$ cat config.mk
export PLATFORM = sky130hd
export DESIGN_NAME = stim_intensity_envelope
export DESIGN_NICKNAME = d
export VERILOG_FILES = /design/src/hdl/stie_pkg.sv /design/src/hdl/stie_div.sv /design/src/hdl/stie_core.sv /design/src/hdl/stim_intensity_envelope.sv
export SDC_FILE = /design/constraint.sdc
export NUM_CORES = 1
export LEC_CHECK = 0
export BUFFER_PORTS_ARGS = -buffer_cell sky130_fd_sc_hd__buf_2
export CORE_ASPECT_RATIO = 2
export CORE_UTILIZATION = 64
export CTS_CLUSTER_SIZE = 24
export DETAILED_ROUTE_END_ITERATION = 16
export HOLD_SLACK_MARGIN = 0.1
export PLACE_DENSITY_LB_ADDON = 0.3
export SYNTH_ARGS = -nofsm -noshare
export SYNTH_HDL_FRONTEND = slang
export SYNTH_SLANG_ARGS = --single-unit
$ cat constraint.sdc
create_clock -name i_clk -period 8.3 [get_ports i_clk]
set_input_delay 1.66 -clock i_clk [delete_from_list [all_inputs] [get_ports i_clk]]
set_output_delay 1.66 -clock i_clk [all_outputs]
set_load 0.02 [all_outputs]
$ cat src/hdl/stie_pkg.sv
// Shared types, codes and small arithmetic helpers of the stimulation envelope.
`default_nettype none
package stie_pkg;

    // Envelope phases
    typedef logic [1:0] t_phase;
    localparam t_phase PH_OVER = 2'd0;
    localparam t_phase PH_RISE = 2'd1;
    localparam t_phase PH_HOLD = 2'd2;
    localparam t_phase PH_FALL = 2'd3;

    // Request kinds
    typedef logic [2:0] t_action;
    localparam t_action ACT_SECOND = 3'd0;
    localparam t_action ACT_TICK   = 3'd1;
    localparam t_action ACT_SET    = 3'd2;
    localparam t_action ACT_START  = 3'd3;
    localparam t_action ACT_STOP   = 3'd4;

    // Configuration register indexes
    typedef logic [1:0] t_cfg_idx;
    localparam t_cfg_idx CFG_RISE  = 2'd0;
    localparam t_cfg_idx CFG_FALL  = 2'd1;
    localparam t_cfg_idx CFG_HOLD  = 2'd2;
    localparam t_cfg_idx CFG_START = 2'd3;

    localparam logic [6:0] FROZEN_HOLD = 7'd99;
    localparam logic [6:0] MAX_COUNT   = 7'd127;
    localparam logic [7:0] HUNDRED     = 8'd100;

    typedef struct packed {
        logic [6:0] rise_time;
        logic [6:0] fall_time;
        logic [6:0] hold_seconds;
        logic       start_at_one;
    } t_cfg;

    typedef struct packed {
        t_action    action;
        logic [7:0] intensity_value;
        logic       electrode_off;
    } t_item;

    typedef struct packed {
        logic       ramp_busy;
        logic       start_refused;
        t_phase     phase;
        logic [7:0] level;
    } t_result;

    // Multiply a level by one hundred with shifts and adds
    function automatic logic [15:0] mul100(input logic [7:0] d);
        logic [15:0] x;
        begin
            x = {8'd0, d};
            mul100 = (x << 6) + (x << 5) + (x << 2);
        end
    endfunction

    // Countdown reload: hold plus rise/10, saturated to seven bits
    function automatic logic [6:0] reload_value(input logic [6:0] hold,
                                                input logic [6:0] rise);
        logic [14:0] prod;
        logic [7:0]  sum;
        begin
            prod = {8'd0, rise} * 15'd205;
            sum  = {1'b0, hold} + {4'd0, prod[14:11]};
            reload_value = (sum > {1'b0, MAX_COUNT}) ? MAX_COUNT : sum[6:0];
        end
    endfunction

endpackage
`default_nettype wire

$ cat src/hdl/stie_div.sv
// Serial restoring divider: 16-bit dividend by 8-bit divisor, one bit a cycle.
`default_nettype none
module stie_div
    import stie_pkg::*;
(
    input  wire logic        i_clk,
    input  wire logic        i_rst_n,
    input  wire logic        i_start,
    input  wire logic [15:0] i_num,
    input  wire logic [7:0]  i_den,
    output logic             o_done,
    output logic [15:0]      o_quo
);

    logic        r_busy;
    logic        r_done;
    logic [3:0]  r_cnt;
    logic [7:0]  r_rem;
    logic [15:0] r_quo;
    logic [7:0]  r_den;
    logic [8:0]  w_shift;
    logic        w_ge;
    logic [8:0]  w_diff;

    // Trial subtract of the shifted remainder
    always_comb begin
        w_shift = {r_rem, r_quo[15]};
        w_ge    = (w_shift >= {1'b0, r_den});
        w_diff  = w_shift - {1'b0, r_den};
    end

    // Control: load on start, count sixteen steps, flag completion
    always_ff @(posedge i_clk) begin
        if (!i_rst_n) begin
            r_busy <= 1'b0;
            r_done <= 1'b0;
            r_cnt  <= '0;
        end else begin
            r_done <= 1'b0;
            if (i_start) begin
                r_busy <= 1'b1;
                r_cnt  <= 4'd15;
            end else if (r_busy) begin
                r_cnt <= r_cnt - 4'd1;
                if (r_cnt == 4'd0) begin
                    r_busy <= 1'b0;
                    r_done <= 1'b1;
                end
            end
        end
    end

    // Datapath: shift dividend out, quotient bits in
    always_ff @(posedge i_clk) begin
        if (i_start) begin
            r_quo <= i_num;
            r_den <= i_den;
            r_rem <= '0;
        end else if (r_busy) begin
            r_quo <= {r_quo[14:0], w_ge};
            r_rem <= w_ge ? w_diff[7:0] : w_shift[7:0];
        end
    end

    assign o_done = r_done;
    assign o_quo  = r_quo;

endmodule
`default_nettype wire

$ cat src/hdl/stie_core.sv
// Envelope sequencer: applies one request, runs the main-loop rule, drives the divider.
`default_nettype none
module stie_core
    import stie_pkg::*;
(
    input  wire logic    i_clk,
    input  wire logic    i_rst_n,
    input  wire t_cfg    i_cfg,
    input  wire logic    i_start,
    input  wire t_item   i_item,
    output logic         o_ready,
    output logic         o_done,
    input  wire logic    i_ack,
    output t_result      o_result
);

    typedef enum logic [5:0] {
        S_IDLE = 6'b000001,
        S_ACT  = 6'b000010,
        S_TDIV = 6'b000100,
        S_RULE = 6'b001000,
        S_RDIV = 6'b010000,
        S_DONE = 6'b100000
    } t_state;

    t_state      r_state, n_state;
    t_item       r_item;
    logic [7:0]  r_target, n_target;
    logic [7:0]  r_level, n_level;
    logic [15:0] r_lh, n_lh;
    logic [15:0] r_inc, n_inc;
    logic [7:0]  r_ticks, n_ticks;
    t_phase      r_phase, n_phase;
    logic [6:0]  r_secs, n_secs;
    t_phase      r_prev_phase, n_prev_phase;
    logic [7:0]  r_prev_int, n_prev_int;
    logic        r_refresh, n_refresh;
    logic        r_busy, n_busy;
    logic        r_refused, n_refused;

    logic        w_div_start;
    logic [15:0] w_div_num;
    logic [7:0]  w_div_den;
    logic        w_div_done;
    logic [15:0] w_div_quo;

    logic [7:0]  w_rise2;
    logic [7:0]  w_fall2;
    logic [7:0]  w_base;
    logic [6:0]  w_reload;
    logic [7:0]  w_ticks_inc;
    logic [16:0] w_sum;
    t_phase      w_ph;
    logic        w_changed;
    logic        w_scale;
    logic [7:0]  w_lo;
    logic [7:0]  w_den;

    stie_div u_div (
        .i_clk   (i_clk),
        .i_rst_n (i_rst_n),
        .i_start (w_div_start),
        .i_num   (w_div_num),
        .i_den   (w_div_den),
        .o_done  (w_div_done),
        .o_quo   (w_div_quo)
    );

    // Derived values shared by several steps
    always_comb begin
        w_rise2     = {i_cfg.rise_time, 1'b0};
        w_fall2     = {i_cfg.fall_time, 1'b0};
        w_base      = i_cfg.start_at_one ? 8'd1 : 8'((({1'b0, r_target}) + 9'd1) >> 1);
        w_reload    = reload_value(i_cfg.hold_seconds, i_cfg.rise_time);
        w_ticks_inc = r_ticks + 8'd1;
        w_sum       = {1'b0, r_lh} + {1'b0, r_inc};
        w_ph        = ((r_secs == 7'd0) && (r_phase != PH_OVER)) ? PH_FALL : r_phase;
        w_changed   = (r_prev_phase != w_ph) || r_refresh;
    end

    // Sequencer and envelope state update
    always_comb begin
        n_state      = r_state;
        n_target     = r_target;
        n_level      = r_level;
        n_lh         = r_lh;
        n_inc        = r_inc;
        n_ticks      = r_ticks;
        n_phase      = r_phase;
        n_secs       = r_secs;
        n_prev_phase = r_prev_phase;
        n_prev_int   = r_prev_int;
        n_refresh    = r_refresh;
        n_busy       = r_busy;
        n_refused    = r_refused;
        w_div_start  = 1'b0;
        w_div_num    = '0;
        w_div_den    = HUNDRED;
        w_scale      = 1'b0;
        w_lo         = w_base;
        w_den        = w_rise2;

        unique case (r_state)
            S_IDLE: begin
                if (i_start) begin
                    n_state   = S_ACT;
                    n_refused = 1'b0;
                end
            end

            // Apply the request itself
            S_ACT: begin
                n_state = S_RULE;
                unique case (r_item.action)
                    ACT_SECOND: begin
                        if ((r_secs != 7'd0) && (i_cfg.hold_seconds != FROZEN_HOLD)) begin
                            n_secs = r_secs - 7'd1;
                        end
                    end
                    ACT_TICK: begin
                        if (r_busy && (r_phase == PH_RISE)) begin
                            n_ticks = (w_ticks_inc > w_rise2) ? w_rise2 : w_ticks_inc;
                            if (r_level >= r_target) begin
                                n_level = r_target;
                                n_busy  = 1'b0;
                                n_ticks = w_rise2;
                                n_phase = PH_HOLD;
                            end else begin
                                n_lh        = w_sum[16] ? 16'hFFFF : w_sum[15:0];
                                w_div_start = 1'b1;
                                w_div_num   = n_lh;
                                n_state     = S_TDIV;
                            end
                        end else if (r_busy && (r_phase == PH_FALL)) begin
                            n_ticks = '0;
                            if (r_level <= w_base) begin
                                n_level = '0;
                                n_busy  = 1'b0;
                                n_lh    = '0;
                                n_phase = PH_OVER;
                            end else begin
                                n_lh        = (r_lh >= r_inc) ? (r_lh - r_inc) : 16'd0;
                                w_div_start = 1'b1;
                                w_div_num   = n_lh;
                                n_state     = S_TDIV;
                            end
                        end
                    end
                    ACT_SET: begin
                        n_target  = r_item.intensity_value;
                        if (r_phase == PH_HOLD) n_level = r_item.intensity_value;
                        n_refresh = 1'b1;
                        n_busy    = 1'b1;
                        n_secs    = w_reload;
                    end
                    ACT_START: begin
                        if (r_item.electrode_off || (r_target == 8'd0)) begin
                            n_refused = 1'b1;
                        end else begin
                            if (r_phase != PH_HOLD) n_phase = PH_RISE;
                            n_secs = w_reload;
                        end
                    end
                    ACT_STOP: begin
                        n_secs = '0;
                    end
                    default: begin
                    end
                endcase
            end

            // Level from the accumulator, saturated to eight bits
            S_TDIV: begin
                if (w_div_done) begin
                    n_level = (w_div_quo[15:8] != 8'd0) ? 8'hFF : w_div_quo[7:0];
                    n_state = S_RULE;
                end
            end

            // Main-loop rule: forced fall, then increment refresh
            S_RULE: begin
                n_state = S_DONE;
                n_phase = w_ph;
                if (w_changed) begin
                    n_busy = 1'b1;
                    if (w_ph == PH_RISE) begin
                        if (i_cfg.rise_time == 7'd0) begin
                            n_level = r_target;
                        end else if ((r_prev_int == r_target) || (r_prev_int == 8'd0)) begin
                            n_level = w_base;
                            n_lh    = mul100(w_base);
                            w_scale = 1'b1;
                        end else if (w_rise2 > r_ticks) begin
                            w_lo    = r_level;
                            w_den   = w_rise2 - r_ticks;
                            w_scale = 1'b1;
                        end
                    end else if (w_ph == PH_FALL) begin
                        if (i_cfg.fall_time == 7'd0) begin
                            n_level = '0;
                        end else begin
                            if (w_rise2 == r_ticks) n_lh = mul100(r_target);
                            w_den   = w_fall2;
                            w_scale = 1'b1;
                        end
                    end
                end
                if (w_scale) begin
                    if (r_target <= w_lo) begin
                        n_inc = '0;
                    end else begin
                        w_div_start = 1'b1;
                        w_div_num   = mul100(r_target - w_lo);
                        w_div_den   = w_den;
                        n_state     = S_RDIV;
                    end
                end
                n_prev_phase = w_ph;
                n_prev_int   = r_target;
                n_refresh    = 1'b0;
            end

            // Hold the new increment
            S_RDIV: begin
                if (w_div_done) begin
                    n_inc   = w_div_quo;
                    n_state = S_DONE;
                end
            end

            S_DONE: begin
                if (i_ack) n_state = S_IDLE;
            end

            default: begin
                n_state = S_IDLE;
            end
        endcase
    end

    // Control and envelope registers
    always_ff @(posedge i_clk) begin
        if (!i_rst_n) begin
            r_state      <= S_IDLE;
            r_target     <= 8'd10;
            r_level      <= '0;
            r_lh         <= '0;
            r_inc        <= '0;
            r_ticks      <= '0;
            r_phase      <= PH_OVER;
            r_secs       <= 7'd5;
            r_prev_phase <= PH_OVER;
            r_prev_int   <= '0;
            r_refresh    <= 1'b0;
            r_busy       <= 1'b0;
            r_refused    <= 1'b0;
        end else begin
            r_state      <= n_state;
            r_target     <= n_target;
            r_level      <= n_level;
            r_lh         <= n_lh;
            r_inc        <= n_inc;
            r_ticks      <= n_ticks;
            r_phase      <= n_phase;
            r_secs       <= n_secs;
            r_prev_phase <= n_prev_phase;
            r_prev_int   <= n_prev_int;
            r_refresh    <= n_refresh;
            r_busy       <= n_busy;
            r_refused    <= n_refused;
        end
    end

    // Capture the request payload
    always_ff @(posedge i_clk) begin
        if (i_start && (r_state == S_IDLE)) r_item <= i_item;
    end

    assign o_ready                = (r_state == S_IDLE);
    assign o_done                 = (r_state == S_DONE);
    assign o_result.level         = r_level;
    assign o_result.phase         = r_phase;
    assign o_result.start_refused = r_refused;
    assign o_result.ramp_busy     = r_busy;

endmodule
`default_nettype wire

$ cat src/hdl/stim_intensity_envelope.sv
// Top level of the stimulation envelope: stream ports, settings and result register.
//
//  Channel  Dir  Handshake                     Payload
//  s_axis   in   s_axis_tvalid/s_axis_tready   tdata: intensity, electrode off; tuser: action
//  m_axis   out  m_axis_tvalid/m_axis_tready   tdata: level, phase, refused, busy
//  cfg      in   i_cfg_valid/o_cfg_ready       i_cfg_index, i_cfg_data
//
// A request runs through the sequencer, with up to two divisions on the shared
// serial divider (accumulator scaling on a ramp tick, increment on a refresh).
// Reset is synchronous and active low and restores all settings and the
// envelope state. The result sits in an output register, so the next
// request is taken while it waits; a full register holds the sequencer
// until the downstream side takes it.
`default_nettype none
module stim_intensity_envelope
    import stie_pkg::*;
(
    input  wire logic        i_clk,
    input  wire logic        i_rst_n,
    input  wire logic        s_axis_tvalid,
    output logic             s_axis_tready,
    input  wire logic [15:0] s_axis_tdata,   // [7:0] intensity_value, [8] electrode_off
    input  wire logic [2:0]  s_axis_tuser,   // [2:0] action
    output logic             m_axis_tvalid,
    input  wire logic        m_axis_tready,
    output logic [15:0]      m_axis_tdata,   // [7:0] level, [9:8] phase,
                                             // [10] start_refused, [11] ramp_busy
    input  wire logic        i_cfg_valid,
    output logic             o_cfg_ready,
    input  wire logic [1:0]  i_cfg_index,
    input  wire logic [6:0]  i_cfg_data
);

    t_cfg    r_cfg;
    t_item   w_item;
    t_result w_result;
    t_result r_out;
    logic    r_out_valid;
    logic    w_core_ready;
    logic    w_core_done;
    logic    w_load;

    // Settings registers
    always_ff @(posedge i_clk) begin
        if (!i_rst_n) begin
            r_cfg.rise_time    <= 7'd10;
            r_cfg.fall_time    <= 7'd10;
            r_cfg.hold_seconds <= 7'd5;
            r_cfg.start_at_one <= 1'b0;
        end else if (i_cfg_valid) begin
            unique case (i_cfg_index)
                CFG_RISE:  r_cfg.rise_time    <= i_cfg_data;
                CFG_FALL:  r_cfg.fall_time    <= i_cfg_data;
                CFG_HOLD:  r_cfg.hold_seconds <= i_cfg_data;
                CFG_START: r_cfg.start_at_one <= i_cfg_data[0];
                default: begin
                end
            endcase
        end
    end

    assign o_cfg_ready = 1'b1;

    // Unpack the request
    assign w_item.action          = s_axis_tuser;
    assign w_item.intensity_value = s_axis_tdata[7:0];
    assign w_item.electrode_off   = s_axis_tdata[8];

    stie_core u_core (
        .i_clk    (i_clk),
        .i_rst_n  (i_rst_n),
        .i_cfg    (r_cfg),
        .i_start  (s_axis_tvalid),
        .i_item   (w_item),
        .o_ready  (w_core_ready),
        .o_done   (w_core_done),
        .i_ack    (w_load),
        .o_result (w_result)
    );

    assign s_axis_tready = w_core_ready;

    // Result register: load when empty or being drained
    assign w_load = w_core_done && (!r_out_valid || m_axis_tready);

    always_ff @(posedge i_clk) begin
        if (!i_rst_n) begin
            r_out_valid <= 1'b0;
        end else if (w_load) begin
            r_out_valid <= 1'b1;
        end else if (m_axis_tready) begin
            r_out_valid <= 1'b0;
        end
    end

    always_ff @(posedge i_clk) begin
        if (w_load) r_out <= w_result;
    end

    assign m_axis_tvalid = r_out_valid;
    assign m_axis_tdata  = {4'd0, r_out.ramp_busy, r_out.start_refused, r_out.phase,
                            r_out.level};

endmodule
`default_nettype wire
### Yosys cells after proc, flatten, opt, wreduce, memory -nomap -nowiden

Cells that the tools add are included.
W data, S select, Z words.

* add/sub/neg operators: 16
* multiply operators: 1
* order comparisons: 8
* eq/ne operators: 53
* multiplexer cells: 124
* bitwise operators: 5
* reduce and logical (&&, ||, !) cells: 48

Operators with widths (count)
* $mux W16: 25
* $mux W8: 32
* $pmux W16 S2: 3
* $mux W6: 9
* $add A16 B10 Y16: 3
* $add A14 B13 Y15: 3
* $pmux W6 S6: 1
* $mux W1: 30
* $pmux W7 S4: 1
* $pmux W8 S3: 1
* $sub A8 B8 Y8: 3
* $logic_not A7 Y1: 3
* $mux W7: 3
* $add A16 B16 Y17: 1
* $eq A8 B8 Y1: 2
* $ge A16 B16 Y1: 1
* $gt A8 B8 Y1: 2
* $le A8 B8 Y1: 2
* $logic_not A8 Y1: 2
* $mux W4: 4
* $pmux W8 S2: 1
* $reduce_and A4 Y1: 4
* $sub A16 B16 Y16: 1
* $mul A7 B8 Y15 const B: 1
* other kinds (51): 117

* bits in registers: 169
* bits of input ports: 33
* logic and storage cells: 287

### Depth between registers and ports, before layout

Gate-level depths: netlist of run 1.

* word-level depth: 15
* mapped depth: 27

### By module

A second synthesis of run 1 with hierarchy kept.

* cells, all modules: 1765
* area total of the unflattened synthesis: 14689.1 µm²

Modules (own cells, without submodules)
* stie_core: instances 1, cells an instance 1473, area an instance 11368.4 µm², seq. area each 2042.0 µm²
* stie_div: instances 1, cells an instance 182, area an instance 1995.7 µm², seq. area each 1001.0 µm²
* stim_intensity_envelope: instances 1, cells an instance 110, area an instance 1325.0 µm², seq. area each 820.8 µm²

### Worst setup path before layout of run 1

OpenSTA, ideal clock, no wires.

* kind: register -> register
* start point: register r_cfg[15] (netlist name)
* end point: register u_core.u_div.r_quo[14], in the netlist u_core.u_div.o_quo[14], data pin
* library setup time: 0.261 ns
* data arrival time: 6.003 ns
* data required time: 8.039 ns
* slack: 2.036 ns
* cell stages (with the launch flop): 28
* path buffers: 2
* period minus slack after synthesis: 6.264 ns
* path through: dfxtp_1 -> inv_1 -> fa_1 -> nor2b_1 -> o21ai_0 -> a21boi_0 -> o31a_1 -> nand2_1 -> nor3_1 -> buf_2 -> nor2_1 -> a21oi_1 -> ha_1 -> inv_1 -> fa_1 -> a211o_1 -> a211o_1 -> a221oi_2 -> buf_4 -> ha_1 -> a21o_1 -> or2_2 -> a221oi_1 -> a41oi_2 -> nand4b_4 -> nand4b_1 -> xnor2_1 -> a221o_1

* longest elaborated chain between the ends: 14

RTL lines
* from (decl): line stim_intensity_envelope.sv:34 `t_cfg r_cfg;`
* $gt A8 B8 Y1: line stie_core.sv:193 `end else if (w_rise2 > r_ticks) begin`
* $mux W8: line stie_core.sv:193
* $mux W8: line stie_core.sv:189 `end else if ((r_prev_int == r_target) || (r_prev_int == 8'd0)) begin`
* $mux W8: line stie_core.sv:187 `if (i_cfg.rise_time == 7'd0) begin`
* $mux W8: line stie_core.sv:186 `if (w_ph == PH_RISE) begin`
* $mux W8: line stie_core.sv:184 `if (w_changed) begin`
* $mux W8: line stie_core.sv:103 `unique case (r_state)`
* $sub A8 B8 Y8: line stie_core.sv:213 `w_div_num = mul100(r_target - w_lo);`
* $add A14 B13 Y15: line stie_pkg.sv:56 `mul100 = (x << 6) + (x << 5) + (x << 2);`
* $add A16 B10 Y16: line stie_pkg.sv:56
* $mux W16: line stie_core.sv:209 `if (r_target <= w_lo) begin`
* $mux W16: line stie_core.sv:208 `if (w_scale) begin`
* $pmux W16 S2: line stie_core.sv:103
* $mux W16 (*): line stie_div.sv:55 `if (i_start) begin`
* to (signal assigned): line stie_div.sv:56 `r_quo <= i_num;`
* to (signal assigned): line stie_div.sv:60 `r_quo <= {r_quo[14:0], w_ge};`
* to (decl): line stie_div.sv:19 `logic [15:0] r_quo;`

Mark *: on every way between the ends. The rest lies on a longest branch, timed or not. The select of a mux whose other input is x is not followed.
A chain may end at the register's enable or synchronous reset.

### Worst setup path after layout of run 1

Same ends and word-level chain as after synthesis.

==> flow_summary.toml, run 1 <==
[status]
status = "finished clean"

[die]
die_h_um = 218
die_area_mm2 = 0.0241
fp.dieW_um = 110
coreArea_mm2 = 0.0228
io_pins = 52
initial_core_util = 0.656
num_rows = 78

[synthesis]
synth_edf_count = 48
synthSimpleGateAreaFrac = 0.194
synth_area_leaders = "dfxtp_1 16%, ha_1 14%, edfxtp_1 9.6%, a21oi_1 5.2%, xnor2_1 4.0%"
yosysMostFrequentCell = "ha_1"
synth_top_area_cell = "dfxtp_1"
synth.area.mux_share = 0.0248
yosysWarnings = 0
synth_top_area_frac = 0.162
avgSynthCellArea_um2 = 8.11
ys_seq_area_frac = 0.258
netlist_area_mm2 = 0.0150
async_flop_share = 0
ys_ff_latch = 169
syn-instance-count = 1846
synthFlopType = "dfxtp_1"
synth_xor_area_frac = 0.0532
ys_top_cells_by_count = "163 x ha_1, 158 x nor2_1, 157 x a21oi_1, 156 x nand2_1, 131 x inv_1"
synth_compound_area_frac = 0.245
ys_types = 95
synth_top_family_by_area = "compound AO/OA/AOI/OAI gates"
synthAdderAreaFrac = 0.163

[power]
pwr-share-seq = 0.421
power-per-cell-area_mw_per_mm2 = 135
cellLeakagePower_nw = 6.74
clockPowerShare = 0.384
power_w = 0.00214
p_comb_frac = 0.195
internal_power_w = 0.00147
swShare = 0.314
ir_drop_mv = 0.191
switching_power_w = 0.000672

[timing]
slew_viol_final = 0
setup_tns_ns = 0
setup_violations = 0
finalCritPeriodShare = 0.914
hold_violations = 0
tightest_slew_ns = 1.23
max_freq_ghz = 0.132
rsz0062_at_grt = "false"
fin_crit_ns = 7.59
finClkSkew_ns = 0.0164
relSlewSlack = 0.176

[layout]
diodes = 0
area_growth_pct = 6.01
fillers = 1915
drive_gt1_frac = 0.0731
final_nets = 2051
fin_util = 0.695

[place]
io_buffers = 39
dp_hpwl_mm = 36.3
gp_congestion = 1.03

[worst_setup_path]
timing.rr.end = "u_core.u_div.o_quo[14]"
arrival_ns = 7.81
regToRegStartpoint = "r_cfg[15]"
rrSetupSlack_ns = 0.71
crit_path_end_kind = "flop"
cp_max_fo = 10
crit_type = "reg -> reg"
critPathLaunchType = "flop"
cp_data_required_time_ns = 8.52
rr_worst_depth = 24

[global_route]
grtUsageMet3 = 0.157
grt_pass1_vias = 14877
antenna_found_initial = 1
gr-usage-all-layers = 0.437
grt_max_degree = 56
grt_pass1_wl_mm = 77.5
met2_usage = 0.737
top_usage_layer = "met2"
gr-usage-met1 = 0.386
grt-ovfl-total = 0

[cts]
postCtsSetupBuffers = 0
cts_buffer_depth = 2
cts_root_buf = "clkbuf_16"
htreeDepth = 4
cts_tree = "yes"
cts_hold_buf = 0
cts_buffers = 17
clock_sinks = 169
clock_latency_ns = 0.48
postCtsResizedCells = 0
clkTransAtPathRegs_ns = 0.07

[drt]
dr.pass1.iters = 12
antenna_left = 0
vias = 14573
first_iter_violations = 1483
wl_per_cell_um = 23.3
wirelength_mm = 49.5
drc = 0
viasPerCell = 6.85

[flow_run]
drv_cap = 0

[min_path]
hold_depth = 0
min_path_type = "reg -> reg"
min-delay-start = "u_core.r_refused"
worst_hold_path.endpoint = "m_axis_tdata[10]"
==> layer usage <==
layer,vias to the layer above,routed length [µm],share of wire
met5,-,61,0.0012
li1,6646,-,-
met1,6772,15000,0.30
met4,4,5760,0.12
met3,388,4370,0.088
met2,763,24300,0.49
==> cells by family (layout without fill, tap and decap cells) <==
family	Yosys count	in the layout
multiplexers	37	37
XOR/XNOR	91	91
flip-flops	169	169
AO/OA/AOI/OAI	552	552
buffers and inverters	224	223
adder cells (fa/ha/maj)	183	183
other	2	5
AND/OR/NAND/NOR	588	588
==> critical path, stage by stage (launching register included) <==
cell and delay (ns):
dfxtp_1 0.68, inv_1 0.18, fa_1 0.49, nor2b_1 0.12, o21ai_0 0.11, a21boi_0 0.24
o31a_1 0.19, nand2_1 0.20, nor3_2 0.50, buf_4 0.28, mux2i_1 0.66, ha_1 0.42
o21ai_1 0.26, a21oi_1 0.18, o31ai_1 0.44, a21oi_1 0.15, xor2_1 0.46, ha_1 0.40
or2_2 0.36, a221oi_1 0.27, a41oi_2 0.09, nand4b_4 0.15, nand4b_1 0.13, xnor2_1 0.08
a221o_1 0.28
==> placed cells by master (no fill, tap or decap), types with 22 or more instances in the layout <==
cell / synthesis / layout
a21oi_1: 157 / 157
buf_2: 16 / 39
nor2_1: 158 / 158
nand3_1: 43 / 43
nand2b_1: 31 / 31
edfxtp_1: 48 / 48
and3_1: 22 / 22
ha_1: 163 / 163
a21o_1: 41 / 41
xnor2_1: 68 / 68
nor2b_1: 23 / 23
inv_1: 131 / 130
xor2_1: 23 / 23
o21a_1: 32 / 32
nand2_1: 156 / 156
o21ai_0: 99 / 99
mux2i_1: 36 / 36
dfxtp_1: 121 / 121
nor3_1: 44 / 42
==> stage by stage <==
step / cell area, µm² / hold WS [ns] / setup WS, ns / cells
2_1_floorplan: 15000 / 0.403 / 2.04 / 1849
3_5_place_dp: 15300 / 0.434 / 1.20 / 2096
4_1_cts: 15900 / 0.451 / 1.17 / 2128
3_3_place_gp: 15300 / 0.431 / 1.42 / 2096
5_1_grt: 15900 / 0.460 / 0.199 / 2128
6_report: 15900 / 0.452 / 0.714 / 2128
==> worst max-delay path by stage <==
stage          startpoint                      to  slack, ns  cells past startpoint
2_1_floorplan   r_cfg[15]  u_core.u_div.o_quo[14]       2.04                     27
3_3_place_gp    r_cfg[15]  u_core.u_div.o_quo[14]       1.42                     24
3_5_place_dp    r_cfg[15]  u_core.u_div.o_quo[14]       1.20                     24
4_1_cts         r_cfg[15]  u_core.u_div.o_quo[14]       1.17                     24
5_1_grt         r_cfg[15]  u_core.u_div.o_quo[14]       0.20                     24
6_report        r_cfg[15]  u_core.u_div.o_quo[14]       0.71                     24
==> area by class of cell <==
| class | count | area [µm²] | area share |
|---|---|---|---|
| clock inverter | 11 | 101 | 0.00638 |
| tap | 280 | 350 | 0.0221 |
| multi-input combinational | 1456 | 10200 | 0.644 |
| inverter | 133 | 499 | 0.0314 |
| sequential | 169 | 3860 | 0.243 |
| timing repair buffer | 58 | 338 | 0.0213 |
| clock buffer | 21 | 493 | 0.0310 |
==> power groups by stage <==
stage	Clock (W)	Sequential [W]	Combinational [W]
6_report	0.000822	0.000901	0.000416
5_1_grt	0.000850	0.000902	0.000460
4_1_cts	0.000816	0.000899	0.000406
3_5_place_dp	0	0.000918	0.000402
3_3_place_gp	0	0.000917	0.000388
2_1_floorplan	0	0.000904	0.000304
==> flip-flops by register name (all words and copies together) (netlist names), 12 cells and up <==
signal	cells
u_core.r_lh	16
u_core.u_div.o_quo	16
u_core.r_item	12
r_cfg	22
u_core.r_inc	16
m_axis_tdata	12
No activity file was read; power rests on OpenSTA's default activity.
==> run 2, diff against run 1 <==
- CORE_UTILIZATION: 64 -> 58
- clock period: 8.3 -> 6.9 ns (I/O delays scaled with it)
==> run 2 against run 1 <==
  * Clock skew shrank 0.0046 ns
  * Via count shrank 0.51%
  * Clock power grew 19%
  * Wire length grew 0.11%
  * Critical path depth shrank 1
  * Highest routed layer is now met4
==> flow_summary.toml, run 2 (synthesized netlist as in run 1, its figures left out) <==
[timing]
slew_viol_final = 0
hold_violations = 0
setup_violations = 0
relSlewSlack = 0.253
tightest_slew_ns = 1.12
max_freq_ghz = 0.158
rsz0062_at_grt = "false"
finalCritPeriodShare = 0.920
setup_tns_ns = 0
finClkSkew_ns = 0.0118
fin_crit_ns = 6.35

[die]
io_pins = 52
die_h_um = 229
coreArea_mm2 = 0.0252
die_area_mm2 = 0.0265
fp.dieW_um = 116
initial_core_util = 0.593
num_rows = 82

[power]
p_comb_frac = 0.199
internal_power_w = 0.00174
switching_power_w = 0.000831
swShare = 0.324
cellLeakagePower_nw = 6.84
pwr-share-seq = 0.420
ir_drop_mv = 0.189
power_w = 0.00257
power-per-cell-area_mw_per_mm2 = 159
clockPowerShare = 0.381

[cts]
cts_buffers = 17
cts_tree = "yes"
htreeDepth = 4
clock_sinks = 169
cts_hold_buf = 0
postCtsSetupBuffers = 0
clkTransAtPathRegs_ns = 0.08
cts_root_buf = "clkbuf_16"
clock_latency_ns = 0.47
postCtsResizedCells = 0
cts_buffer_depth = 2

[worst_setup_path]
critPathLaunchType = "flop"
critical-path-top-delay-family = "compound AO/OA/AOI/OAI gates"
cp_data_required_time_ns = 7.13
slowest_delay_ns = 0.55
cp_max_fo = 11
path_buf_inv = 3
arrival_ns = 6.57
crit_path_end_kind = "flop"
rrSetupSlack_ns = 0.55
path_cells = "inv_1 > ha_1 > nor2b_1 > o21ai_0 > a21boi_0 > o31a_1 > nand2_1 > nor3_2 > buf_4 > mux2i_1 > fa_1 > ha_1 > inv_1 > fa_1 > or4b_2 > nand3_1 > a211oi_1 > o31a_1 > nand3_1 > a31oi_1 > nand4b_1 > xnor2_1 > a221o_1"
crit_type = "reg -> reg"
critPathSlowestCell = "fa_1"

[place]
gp_congestion = 1.01
dp_hpwl_mm = 37.5
io_buffers = 39

[global_route]
gr-usage-all-layers = 0.389
grt_pass1_wl_mm = 76.9
grt_pass1_vias = 14612
grt-ovfl-total = 0
grt_max_degree = 56
antenna_found_initial = 1

[drt]
wl_per_cell_um = 22.5
first_iter_violations = 1112
vias = 14498
viasPerCell = 6.57
antenna_left = 0
wirelength_mm = 49.6
drc = 0
dr.pass1.iters = 6

[layout]
drive_gt1_frac = 0.0855
area_growth_pct = 7.58
final_nets = 2074
regMostFlops = "r_cfg"
final_cell_mix = "163 x ha_1, 158 x nor2_1, 156 x a21oi_1, 156 x nand2_1, 130 x inv_1"
largest_reg_flops = 22
fillers = 2267
final_common_cell = "ha_1"

[status]
status = "finished clean"

[flow_run]
drv_cap = 0

[min_path]
min_path_type = "reg -> reg"
run 2: cell types whose count changed in the layout (fill, tap and decap cells not counted), sizes merged:
cell    before  now
buf         58   81
inv        138  143
clkbuf      21   18
clkinv       6    4
diode        0    1
run 2: area by class of cell:
type	instances	area, µm²	share of cell area
multi-input cells	1456	10200	0.635
flip-flops and latches	169	3860	0.240
repair buffers	81	510	0.0317
inverters	133	499	0.0310
clock buffers	18	439	0.0273
well taps	336	420	0.0261
clock inverters	14	143	0.00885
diodes	1	2.50	0.000155
run 2: worst paths after layout:
kind / from / endpoint / depth (start not counted)
max reg2reg: u_core.r_ticks[2] / u_core.u_div.o_quo[14] / 23
min: u_core.r_level[0] / m_axis_tdata[0] / 0
max: u_core.r_ticks[2] / u_core.u_div.o_quo[14] / 23
min reg2reg: u_core.r_level[0] / m_axis_tdata[0] / 0
run 2: through the flow:
| stage | utilization | hold slack [ns] | cells | setup WS (ns) | instance area, µm² |
|---|---|---|---|---|---|
| floorplan | - | 0.403 | 1849 | 0.636 | 15000 |
| global placement | 0.615 | 0.447 | 2175 | 0.818 | 15500 |
| detailed placement | 0.615 | 0.445 | 2175 | 0.707 | 15500 |
| CTS | 0.638 | 0.462 | 2207 | 0.682 | 16100 |
| global route | 0.638 | 0.494 | 2207 | 0.0641 | 16100 |
| finish | 0.638 | 0.463 | 2208 | 0.554 | 16100 |
run 2: power by group through the flow:
stage          clock, W  sequential (W)  combinational [W]
2_1_floorplan         0         0.00109           0.000365
3_3_place_gp          0         0.00110           0.000480
3_5_place_dp          0         0.00110           0.000495
4_1_cts        0.000982         0.00108           0.000498
5_1_grt         0.00102         0.00108           0.000557
6_report       0.000978         0.00108           0.000510
run 2: layer usage:
metal | global-route usage | up-vias | routed length, µm
met2 | 0.673 | 662 | 24500
met4 | 0.392 | 0 | 6060
met3 | 0.110 | 360 | 3450
met1 | 0.344 | 6780 | 15500
met5 | 0 | - | 0
li1 | - | 6696 | -
